## config.mk

```make
export PLATFORM = sky130hd
export DESIGN_NAME = dual_ema_hysteresis_filter
export DESIGN_NICKNAME = d
export VERILOG_FILES = /design/src/sv/dehf_pkg.sv /design/src/sv/dehf_step_unit.sv /design/src/sv/dehf_hyst.sv /design/src/sv/dual_ema_hysteresis_filter.sv
export SDC_FILE = /design/constraint.sdc
export NUM_CORES = 2
export LEC_CHECK = 0
export ABC_AREA = 1
export BUFFER_PORTS_ARGS = -buffer_cell sky130_fd_sc_hd__buf_2
export CAP_MARGIN = 40
export CORE_MARGIN = 2
export CORE_UTILIZATION = 45
export DETAILED_ROUTE_END_ITERATION = 10
export GPL_ROUTABILITY_DRIVEN = 0
export PLACE_DENSITY = 0.61
export SLEW_MARGIN = 40
export SYNTH_ARGS = -nofsm -noshare
export SYNTH_HDL_FRONTEND = slang
export SYNTH_SLANG_ARGS = --single-unit
export TNS_END_PERCENT = 30
```

## constraint.sdc

```tcl
create_clock -name clk -period 10.93 [get_ports clk]
set_input_delay 1.093 -clock clk [delete_from_list [all_inputs] [get_ports clk]]
set_output_delay 1.093 -clock clk [all_outputs]
set_load 0.005 [all_outputs]
```

## src/sv/dehf_pkg.sv

```systemverilog
`timescale 1ns / 1ps
`default_nettype none
// ============================================================================
// dehf_pkg: shared types and constants of the dual EMA hysteresis filter
// Sequencer states, configuration register indexes, hysteresis decision
// record and the fixed widths of the alpha, time and configuration fields.
// ============================================================================
package dehf_pkg;

    localparam int ALPHA_BITS     = 17;
    localparam int ALPHA_SHIFT    = 16;
    localparam int HOLD_BITS      = 16;
    localparam int TIME_BITS      = 32;
    localparam int CFG_INDEX_BITS = 3;
    localparam int CFG_DATA_BITS  = 32;

    localparam logic [ALPHA_BITS-1:0] ALPHA_MIN = 17'd7;
    localparam logic [ALPHA_BITS-1:0] ALPHA_MAX = 17'd65536;

    localparam logic [ALPHA_BITS-1:0] ALPHA_P_RST  = 17'd6554;
    localparam logic [ALPHA_BITS-1:0] ALPHA_S_RST  = 17'd3277;
    localparam int                    THR_SMALL_RST = 5242;
    localparam int                    THR_BIG_RST   = 20966;
    localparam logic [HOLD_BITS-1:0]  HOLD_RST      = 16'd100;

    typedef enum logic [CFG_INDEX_BITS-1:0] {
        CFG_ALPHA_P   = 3'd0,
        CFG_ALPHA_S   = 3'd1,
        CFG_THR_SMALL = 3'd2,
        CFG_THR_BIG   = 3'd3,
        CFG_HOLD      = 3'd4
    } cfg_index_t;

    typedef enum logic [2:0] {
        ST_IDLE,
        ST_MUL1,
        ST_ADD1,
        ST_HYST,
        ST_MUL2,
        ST_ADD2,
        ST_DONE
    } state_t;

    // Decision of the stable/transition machine for one word.
    typedef struct packed {
        logic latch;       // copy the smoothed value into the held value
        logic stamp;       // record the current time as the change time
        logic moving_next; // transition flag after this word
    } hyst_t;

endpackage
`default_nettype wire

```

## src/sv/dehf_step_unit.sv

```systemverilog
`timescale 1ns / 1ps
`default_nettype none
// ============================================================================
// dehf_step_unit: shared EMA multiply and accumulate unit
// Registers alpha * (target - current) while mul_en is set; the next cycle adds the
// floor-shifted product to the current value and clamps to full scale.
// ============================================================================
module dehf_step_unit
    import dehf_pkg::*;
#(
    parameter int                    VALUE_BITS = 20,
    parameter logic [VALUE_BITS-1:0] FULL_SCALE = '1
)
(
    input  wire logic                  clk,
    input  wire logic                  mul_en,
    input  wire logic [ALPHA_BITS-1:0] alpha,
    input  wire logic [VALUE_BITS-1:0] target,
    input  wire logic [VALUE_BITS-1:0] current,
    output logic      [VALUE_BITS-1:0] result
);

    localparam int PROD_BITS = VALUE_BITS + ALPHA_BITS + 2;

    logic        [ALPHA_BITS-1:0] alpha_c;
    logic signed [VALUE_BITS:0]   diff;
    logic signed [PROD_BITS-1:0]  prod;
    logic signed [PROD_BITS-1:0]  prod_reg;
    logic signed [PROD_BITS-1:0]  sum;

    // Weights outside the useful range are pinned to its ends.
    always_comb
    begin
        if (alpha < ALPHA_MIN)
        begin
            alpha_c = ALPHA_MIN;
        end
        else if (alpha > ALPHA_MAX)
        begin
            alpha_c = ALPHA_MAX;
        end
        else
        begin
            alpha_c = alpha;
        end
    end

    assign diff = $signed({1'b0, target}) - $signed({1'b0, current});
    assign prod = $signed({1'b0, alpha_c}) * diff;

    always_ff @(posedge clk)
    begin
        if (mul_en)
        begin
            prod_reg <= prod;
        end
    end

    // Arithmetic shift rounds toward minus infinity.
    assign sum = $signed({{(PROD_BITS-VALUE_BITS){1'b0}}, current}) + (prod_reg >>> ALPHA_SHIFT);

    always_comb
    begin
        if (sum < 0)
        begin
            result = '0;
        end
        else if (sum > $signed({{(PROD_BITS-VALUE_BITS){1'b0}}, FULL_SCALE}))
        begin
            result = FULL_SCALE;
        end
        else
        begin
            result = sum[VALUE_BITS-1:0];
        end
    end

endmodule
`default_nettype wire

```

## src/sv/dehf_hyst.sv

```systemverilog
`timescale 1ns / 1ps
`default_nettype none
// ============================================================================
// dehf_hyst: stable/transition decision
// Compares the smoothed value with the held value against the effective
// thresholds and checks the hold time since the last change.
// ============================================================================
module dehf_hyst
    import dehf_pkg::*;
#(
    parameter int VALUE_BITS = 20
)
(
    input  wire logic                  moving,
    input  wire logic [VALUE_BITS-1:0] smooth,
    input  wire logic [VALUE_BITS-1:0] latched,
    input  wire logic [TIME_BITS-1:0]  now,
    input  wire logic [TIME_BITS-1:0]  change_time,
    input  wire logic [HOLD_BITS-1:0]  hold,
    input  wire logic [VALUE_BITS:0]   thr_small,
    input  wire logic [VALUE_BITS:0]   thr_big,
    output hyst_t                      decision
);

    logic [VALUE_BITS:0]  delta;
    logic [TIME_BITS-1:0] elapsed;

    assign delta   = (smooth > latched) ? ({1'b0, smooth} - {1'b0, latched})
                                        : ({1'b0, latched} - {1'b0, smooth});
    assign elapsed = now - change_time;

    always_comb
    begin
        decision.latch       = 1'b0;
        decision.stamp       = 1'b0;
        decision.moving_next = moving;
        if (!moving)
        begin
            if (delta > thr_big)
            begin
                decision.latch       = 1'b1;
                decision.stamp       = 1'b1;
                decision.moving_next = 1'b1;
            end
        end
        else if (elapsed > {{(TIME_BITS-HOLD_BITS){1'b0}}, hold})
        begin
            decision.latch       = 1'b1;
            decision.moving_next = (delta > thr_small);
        end
    end

endmodule
`default_nettype wire

```

## src/sv/dual_ema_hysteresis_filter.sv

```systemverilog
`timescale 1ns / 1ps
`default_nettype none
// ============================================================================
// dual_ema_hysteresis_filter: potentiometer smoothing with hysteresis
// Primary EMA, stable/transition hold logic and a secondary EMA, computed
// with one shared multiplier under a small sequencer.
// ============================================================================
// Usage:
// The input channel (in_valid/in_ready) takes one word: a raw sample and a
// millisecond timestamp. The output channel (out_valid/out_ready) returns one
// word per input: filtered, smoothed and held values plus the moving flag.
// The configuration channel (cfg_valid/cfg_ready) writes one register per
// word, selected by cfg_index; unknown indexes are ignored. It is always
// ready and must only be used while the filter is idle.
// Timing: a regular word runs from acceptance to out_valid through two passes
// of the shared multiplier (multiply, accumulate) with the hysteresis step
// between them; in_ready returns in the same cycle as out_valid, so a new
// word is accepted only once the previous one has left the sequencer. The
// first word after reset only loads the filter values and skips the passes.
// A finished word sits in an output register, so the next input is accepted
// and computed while the receiver stalls; the sequencer waits in its final
// state only if that register is still occupied. Reset restores the default
// register values, clears the output valid flag and marks the next word first.
// ============================================================================
module dual_ema_hysteresis_filter
    import dehf_pkg::*;
#(
    parameter int SAMPLE_BITS   = 12,
    parameter int FRACTION_BITS = 8
)
(
    input  wire logic                                  clk,
    input  wire logic                                  rst_n,
    input  wire logic                                  in_valid,
    output logic                                       in_ready,
    input  wire logic [SAMPLE_BITS-1:0]                sample,
    input  wire logic [TIME_BITS-1:0]                  now_ms,
    output logic                                       out_valid,
    input  wire logic                                  out_ready,
    output logic      [SAMPLE_BITS+FRACTION_BITS-1:0]  filtered,
    output logic      [SAMPLE_BITS+FRACTION_BITS-1:0]  smoothed,
    output logic      [SAMPLE_BITS+FRACTION_BITS-1:0]  held,
    output logic                                       moving,
    input  wire logic                                  cfg_valid,
    output logic                                       cfg_ready,
    input  wire logic [CFG_INDEX_BITS-1:0]             cfg_index,
    input  wire logic [CFG_DATA_BITS-1:0]              cfg_data
);

    localparam int VALUE_BITS = SAMPLE_BITS + FRACTION_BITS;
    localparam longint FULL_SCALE_L = ((longint'(1) << SAMPLE_BITS) - 1) << FRACTION_BITS;
    localparam longint MIN_GAP_L    = (FULL_SCALE_L + 9999) / 10000;
    localparam logic [VALUE_BITS-1:0] FULL_SCALE = FULL_SCALE_L[VALUE_BITS-1:0];
    localparam logic [VALUE_BITS:0]   MIN_GAP    = MIN_GAP_L[VALUE_BITS:0];

    // Configuration registers.
    logic [ALPHA_BITS-1:0] alpha_p_reg;
    logic [ALPHA_BITS-1:0] alpha_s_reg;
    logic [VALUE_BITS-1:0] thr_small_reg;
    logic [VALUE_BITS-1:0] thr_big_reg;
    logic [HOLD_BITS-1:0]  hold_reg;

    // Sequencer and filter state.
    state_t                state_reg, state_next;
    logic                  first_reg, first_next;
    logic                  moving_reg, moving_next;
    logic [VALUE_BITS-1:0] smooth_reg, smooth_next;
    logic [VALUE_BITS-1:0] output_reg, output_next;
    logic [VALUE_BITS-1:0] latched_reg, latched_next;
    logic [TIME_BITS-1:0]  change_reg, change_next;
    logic [VALUE_BITS-1:0] value_reg, value_next;
    logic [TIME_BITS-1:0]  now_reg, now_next;
    logic [VALUE_BITS:0]   ts_reg, ts_next;
    logic [VALUE_BITS:0]   tb_reg, tb_next;

    // Output word register.
    logic                  out_valid_reg, out_valid_next;
    logic [VALUE_BITS-1:0] out_filt_reg, out_filt_next;
    logic [VALUE_BITS-1:0] out_smooth_reg, out_smooth_next;
    logic [VALUE_BITS-1:0] out_held_reg, out_held_next;
    logic                  out_moving_reg, out_moving_next;

    logic                  in_fire;
    logic                  out_free;
    logic                  sel_secondary;
    logic                  mul_en;
    logic [ALPHA_BITS-1:0] step_alpha;
    logic [VALUE_BITS-1:0] step_target;
    logic [VALUE_BITS-1:0] step_current;
    logic [VALUE_BITS-1:0] step_result;
    logic [VALUE_BITS:0]   ts_eff;
    logic [VALUE_BITS:0]   tb_eff;
    hyst_t                 decision;

    assign cfg_ready = 1'b1;
    assign in_ready  = (state_reg == ST_IDLE);
    assign in_fire   = in_valid && in_ready;
    assign out_free  = !out_valid_reg || out_ready;

    // ------------------------------------------------------------------
    // Configuration writes
    // ------------------------------------------------------------------
    always_ff @(posedge clk or negedge rst_n)
    begin
        if (!rst_n)
        begin
            alpha_p_reg   <= ALPHA_P_RST;
            alpha_s_reg   <= ALPHA_S_RST;
            thr_small_reg <= VALUE_BITS'(THR_SMALL_RST);
            thr_big_reg   <= VALUE_BITS'(THR_BIG_RST);
            hold_reg      <= HOLD_RST;
        end
        else if (cfg_valid && cfg_ready)
        begin
            case (cfg_index)
                CFG_ALPHA_P:   alpha_p_reg   <= cfg_data[ALPHA_BITS-1:0];
                CFG_ALPHA_S:   alpha_s_reg   <= cfg_data[ALPHA_BITS-1:0];
                CFG_THR_SMALL: thr_small_reg <= cfg_data[VALUE_BITS-1:0];
                CFG_THR_BIG:   thr_big_reg   <= cfg_data[VALUE_BITS-1:0];
                CFG_HOLD:      hold_reg      <= cfg_data[HOLD_BITS-1:0];
                default:       ;
            endcase
        end
    end

    // Effective thresholds: the small one never below the minimum gap, the
    // big one at least the minimum gap above the small one. Registered once
    // per regular word during the first multiply.
    always_comb
    begin
        if ({1'b0, thr_small_reg} < MIN_GAP)
        begin
            ts_eff = MIN_GAP;
        end
        else
        begin
            ts_eff = {1'b0, thr_small_reg};
        end
        if ({1'b0, thr_big_reg} < ts_eff + MIN_GAP)
        begin
            tb_eff = ts_eff + MIN_GAP;
        end
        else
        begin
            tb_eff = {1'b0, thr_big_reg};
        end
    end

    // ------------------------------------------------------------------
    // Shared EMA unit: primary pass on the sample, secondary on the held value
    // ------------------------------------------------------------------
    assign sel_secondary = state_reg inside {ST_MUL2, ST_ADD2};
    assign mul_en        = state_reg inside {ST_MUL1, ST_MUL2};
    assign step_alpha    = sel_secondary ? alpha_s_reg : alpha_p_reg;
    assign step_target   = sel_secondary ? latched_reg : value_reg;
    assign step_current  = sel_secondary ? output_reg  : smooth_reg;

    dehf_step_unit #(
        .VALUE_BITS (VALUE_BITS),
        .FULL_SCALE (FULL_SCALE)
    ) u_step (
        .clk     (clk),
        .mul_en  (mul_en),
        .alpha   (step_alpha),
        .target  (step_target),
        .current (step_current),
        .result  (step_result)
    );

    dehf_hyst #(
        .VALUE_BITS (VALUE_BITS)
    ) u_hyst (
        .moving      (moving_reg),
        .smooth      (smooth_reg),
        .latched     (latched_reg),
        .now         (now_reg),
        .change_time (change_reg),
        .hold        (hold_reg),
        .thr_small   (ts_reg),
        .thr_big     (tb_reg),
        .decision    (decision)
    );

    // ------------------------------------------------------------------
    // Sequencer
    // ------------------------------------------------------------------
    always_ff @(posedge clk or negedge rst_n)
    begin
        if (!rst_n)
        begin
            state_reg      <= ST_IDLE;
            first_reg      <= 1'b1;
            moving_reg     <= 1'b0;
            smooth_reg     <= '0;
            output_reg     <= '0;
            latched_reg    <= '0;
            change_reg     <= '0;
            out_valid_reg  <= 1'b0;
        end
        else
        begin
            state_reg      <= state_next;
            first_reg      <= first_next;
            moving_reg     <= moving_next;
            smooth_reg     <= smooth_next;
            output_reg     <= output_next;
            latched_reg    <= latched_next;
            change_reg     <= change_next;
            out_valid_reg  <= out_valid_next;
        end
    end

    always_ff @(posedge clk)
    begin
        value_reg      <= value_next;
        now_reg        <= now_next;
        ts_reg         <= ts_next;
        tb_reg         <= tb_next;
        out_filt_reg   <= out_filt_next;
        out_smooth_reg <= out_smooth_next;
        out_held_reg   <= out_held_next;
        out_moving_reg <= out_moving_next;
    end

    always_comb
    begin
        state_next      = state_reg;
        first_next      = first_reg;
        moving_next     = moving_reg;
        smooth_next     = smooth_reg;
        output_next     = output_reg;
        latched_next    = latched_reg;
        change_next     = change_reg;
        value_next      = value_reg;
        now_next        = now_reg;
        ts_next         = ts_reg;
        tb_next         = tb_reg;
        out_valid_next  = out_valid_reg && !out_ready;
        out_filt_next   = out_filt_reg;
        out_smooth_next = out_smooth_reg;
        out_held_next   = out_held_reg;
        out_moving_next = out_moving_reg;

        case (state_reg)
            ST_IDLE:
            begin
                if (in_fire)
                begin
                    value_next = {sample, {FRACTION_BITS{1'b0}}};
                    now_next   = now_ms;
                    if (first_reg)
                    begin
                        // The first word loads all three values directly.
                        first_next   = 1'b0;
                        smooth_next  = {sample, {FRACTION_BITS{1'b0}}};
                        output_next  = {sample, {FRACTION_BITS{1'b0}}};
                        latched_next = {sample, {FRACTION_BITS{1'b0}}};
                        state_next   = ST_DONE;
                    end
                    else
                    begin
                        state_next = ST_MUL1;
                    end
                end
            end
            ST_MUL1:
            begin
                ts_next    = ts_eff;
                tb_next    = tb_eff;
                state_next = ST_ADD1;
            end
            ST_ADD1:
            begin
                smooth_next = step_result;
                state_next  = ST_HYST;
            end
            ST_HYST:
            begin
                moving_next = decision.moving_next;
                if (decision.latch)
                begin
                    latched_next = smooth_reg;
                end
                if (decision.stamp)
                begin
                    change_next = now_reg;
                end
                state_next = ST_MUL2;
            end
            ST_MUL2:
            begin
                state_next = ST_ADD2;
            end
            ST_ADD2:
            begin
                output_next = step_result;
                state_next  = ST_DONE;
            end
            ST_DONE:
            begin
                if (out_free)
                begin
                    out_valid_next  = 1'b1;
                    out_filt_next   = output_reg;
                    out_smooth_next = smooth_reg;
                    out_held_next   = latched_reg;
                    out_moving_next = moving_reg;
                    state_next      = ST_IDLE;
                end
            end
            default:
            begin
                state_next = ST_IDLE;
            end
        endcase
    end

    assign out_valid = out_valid_reg;
    assign filtered  = out_filt_reg;
    assign smoothed  = out_smooth_reg;
    assign held      = out_held_reg;
    assign moving    = out_moving_reg;

    // ------------------------------------------------------------------
    // Assertions
    // ------------------------------------------------------------------
    a_busy_after_accept: assert property (
        @(posedge clk) disable iff (!rst_n)
        in_fire |=> !in_ready
    ) else $error("input accepted while a word was still in progress");

    a_values_in_range: assert property (
        @(posedge clk) disable iff (!rst_n)
        out_valid |-> (smoothed <= FULL_SCALE) && (filtered <= FULL_SCALE)
                      && (held <= FULL_SCALE)
    ) else $error("filter value beyond full scale");

    a_out_drains: assert property (
        @(posedge clk) disable iff (!rst_n)
        (out_valid && out_ready && (state_reg != ST_DONE)) |=> !out_valid
    ) else $error("output word repeated without a new result");

    a_first_skips_ema: assert property (
        @(posedge clk) disable iff (!rst_n)
        (in_fire && first_reg) |=> (state_reg == ST_DONE) && !first_reg
    ) else $error("first word did not load the filter values directly");

endmodule
`default_nettype wire
```

==> out/results.txt <==
Hold Crit Depth = 0
startpoint types = flop
initial drt markers = 1,990
antenna diode count = 0
number of enable flip-flop cells after synthesis = 169
wire per inst = 17.33 um
status = complete, no violations
CP max-delay cell = o21ai_0
cell mode on critical path = nand2_1
Final Setup Violations = 0
filler instances = 7,925
cell count after synthesis = 4,625
grt met1 use = 33.32%
Hold Crit Start = output_reg[13]
Mean Syn Cell Area = 7.846 um2
GR Util All Layers = 24.97%
met3 GRT Util = 3.090%
vias = 29,710
DR pass1 iterations = 6
crit-path max cell delay = 600 ps
Initial Util = 45.27%
nets = 5,454
commonest non-fill, non-tap cell in the layout = nand2_1
#FFs+latches synth = 357
final instance area = 39,570 um2
post-place instance area = 38,170 um2
most common flop cell mapped by yosys = edfxtp_1
worst slew pin tran = 861.7 ps
worst endpoint required time = 11,250 ps
# hold bufs at CTS = 0
final worst clock skew = 49.38 ps
worst-case clock buffer depth = 3
most frequent cells in the layout = 1,110 x nand2_1, 981 x inv_1, 403 x nor2_1
crit path capture type = flop
first-pass GRT wire length = 162,100 um
initial antenna violation count = 0
met2 usage = 41.99%
Async SR Flop Fraction = 52.66%
post-DP HPWL = 81,950 um
max-slew violations = 0
max_slew headroom = 42.17%
worst reg2reg startpoint = state_reg[2]
Final ANT Viol Nets = 0
Clock transition at path regs = 70 ps
DIE AREA = 82,930 um2
largest net degree at the start of global routing = 68
Critical Path AT = 10,050 ps
Hold Path Class = reg2reg
setup bufs post-CTS = 0
GRT busiest layer = met2
Inserted Clock Buffers = 41
Die Y = 288.0 um
fin cells = 5,822
CP max FO = 63
hold path endpoint = filtered[13]
CTS sink cnt = 357
Period minus WS final = 9731 ps
htree depth = 2
PortBufs = 134
register area share after synthesis = 27.06%
Inst Count DP = 5,745
crit path kind = reg2reg
Clock Latency Late Sink = 580 ps
drc violations = 0
aggregate global routing overflow = 0
final WL = 100,900 um
DIE WIDTH = 288.0 um
R2R cell count = 37
worst reg2reg setup slack = 1200 ps
setup TNS = 0 ps
fmax = 102.8 MHz
Yosys cell types = 63
Resize count post-CTS = 0
Synthesized Nets = 5,349
Core Util, Final = 49.37%
fin crit share = 89.03%
Hold Vio Cnt, Final = 0
Clock Tree Root = clkbuf_16
Top Ports = 148
share of cells above drive strength 1 = 7.077%
RR Endpoint = u_step.prod_reg[36]
Row Count = 104
core area = 80,160 um2
CTS tree = yes
Syn. warnings = 0
vias in the first global route = 29,860
Vias/cell = 5.102
Synth Cell Area = 36,290 um2
synth-to-layout area growth = 9.040%
max capacitance violation total = 0
RSZ-0062 raised after global routing = no
## how the worst max path moves through the flow
stage                       from  slack (ps)                   to  depth (start not counted)
finish              state_reg[2]        1200  u_step.prod_reg[36]                         37
global route        state_reg[2]         460  u_step.prod_reg[36]                         37
CTS                 state_reg[2]        1230  u_step.prod_reg[36]                         37
detailed placement  state_reg[2]        1280  u_step.prod_reg[36]                         37
global placement    state_reg[2]        1330  u_step.prod_reg[36]                         37
floorplan           state_reg[2]        2330  u_step.prod_reg[36]                         42
## area by class of cell
class	count	area, um2	area share (%)
inverter	1011	3797	9.597
sequential	357	9821	24.82
clock buffer	55	1140	2.881
tap	1060	1326	3.352
timing repair buffer	180	1042	2.634
clock inverter	20	225.2	0.5692
multi-input combinational	3139	22220	56.15
## cells in the mapped netlist (66+ instances only)
master	instances	area [um2]
o21ai_0	234	1171
edfxtp_1	169	5075
nand2_1	1114	4182
fa_1	359	7187
nand3_1	142	710.7
clkbuf_1	82	307.8
dfrtp_1	155	3879
inv_1	981	3682
nor2_1	407	1528
a21oi_1	240	1201
ha_1	281	3516
xor2_1	66	578.1
## logic make-up after synthesis
kind of cell / count (synthesis) / synth area share (%)
simple gates: 1800 / 20.07
buf+inv: 1129 / 11.86
fa+ha+maj: 640 / 29.49
compound gates: 589 / 8.775
flops: 357 / 27.06
xor+xnor: 104 / 2.551
mux: 5 / 0.1758
other cells: 1 / 0.01033
## stage by stage
step | setup WS, ps | hold WS [ps]
2_1_floorplan | 2332 | 424.9
3_3_place_gp | 1334 | 445.7
3_5_place_dp | 1285 | 432.7
4_1_cts | 1228 | 448.1
5_1_grt | 459.4 | 452.7
6_report | 1199 | 448.1
## layer usage
layer | vias up | wire length (um)
li1 | 14510 | -
met1 | 14040 | 43820
met2 | 968 | 47270
met3 | 183 | 6283
met4 | 0 | 3549
met5 | - | 0
## worst max-delay path, delay by kind of cell, from the launching register on
kind	cells	cell delay [ps]
compound gates	11	2250
xor+xnor	1	140
fa+ha+maj	9	4150
buf+inv	5	820
flops	1	460
simple gates	11	1600
Power is not shown: default switching activity piles up to over one toggle a cycle in this logic, so the estimate is an artifact.
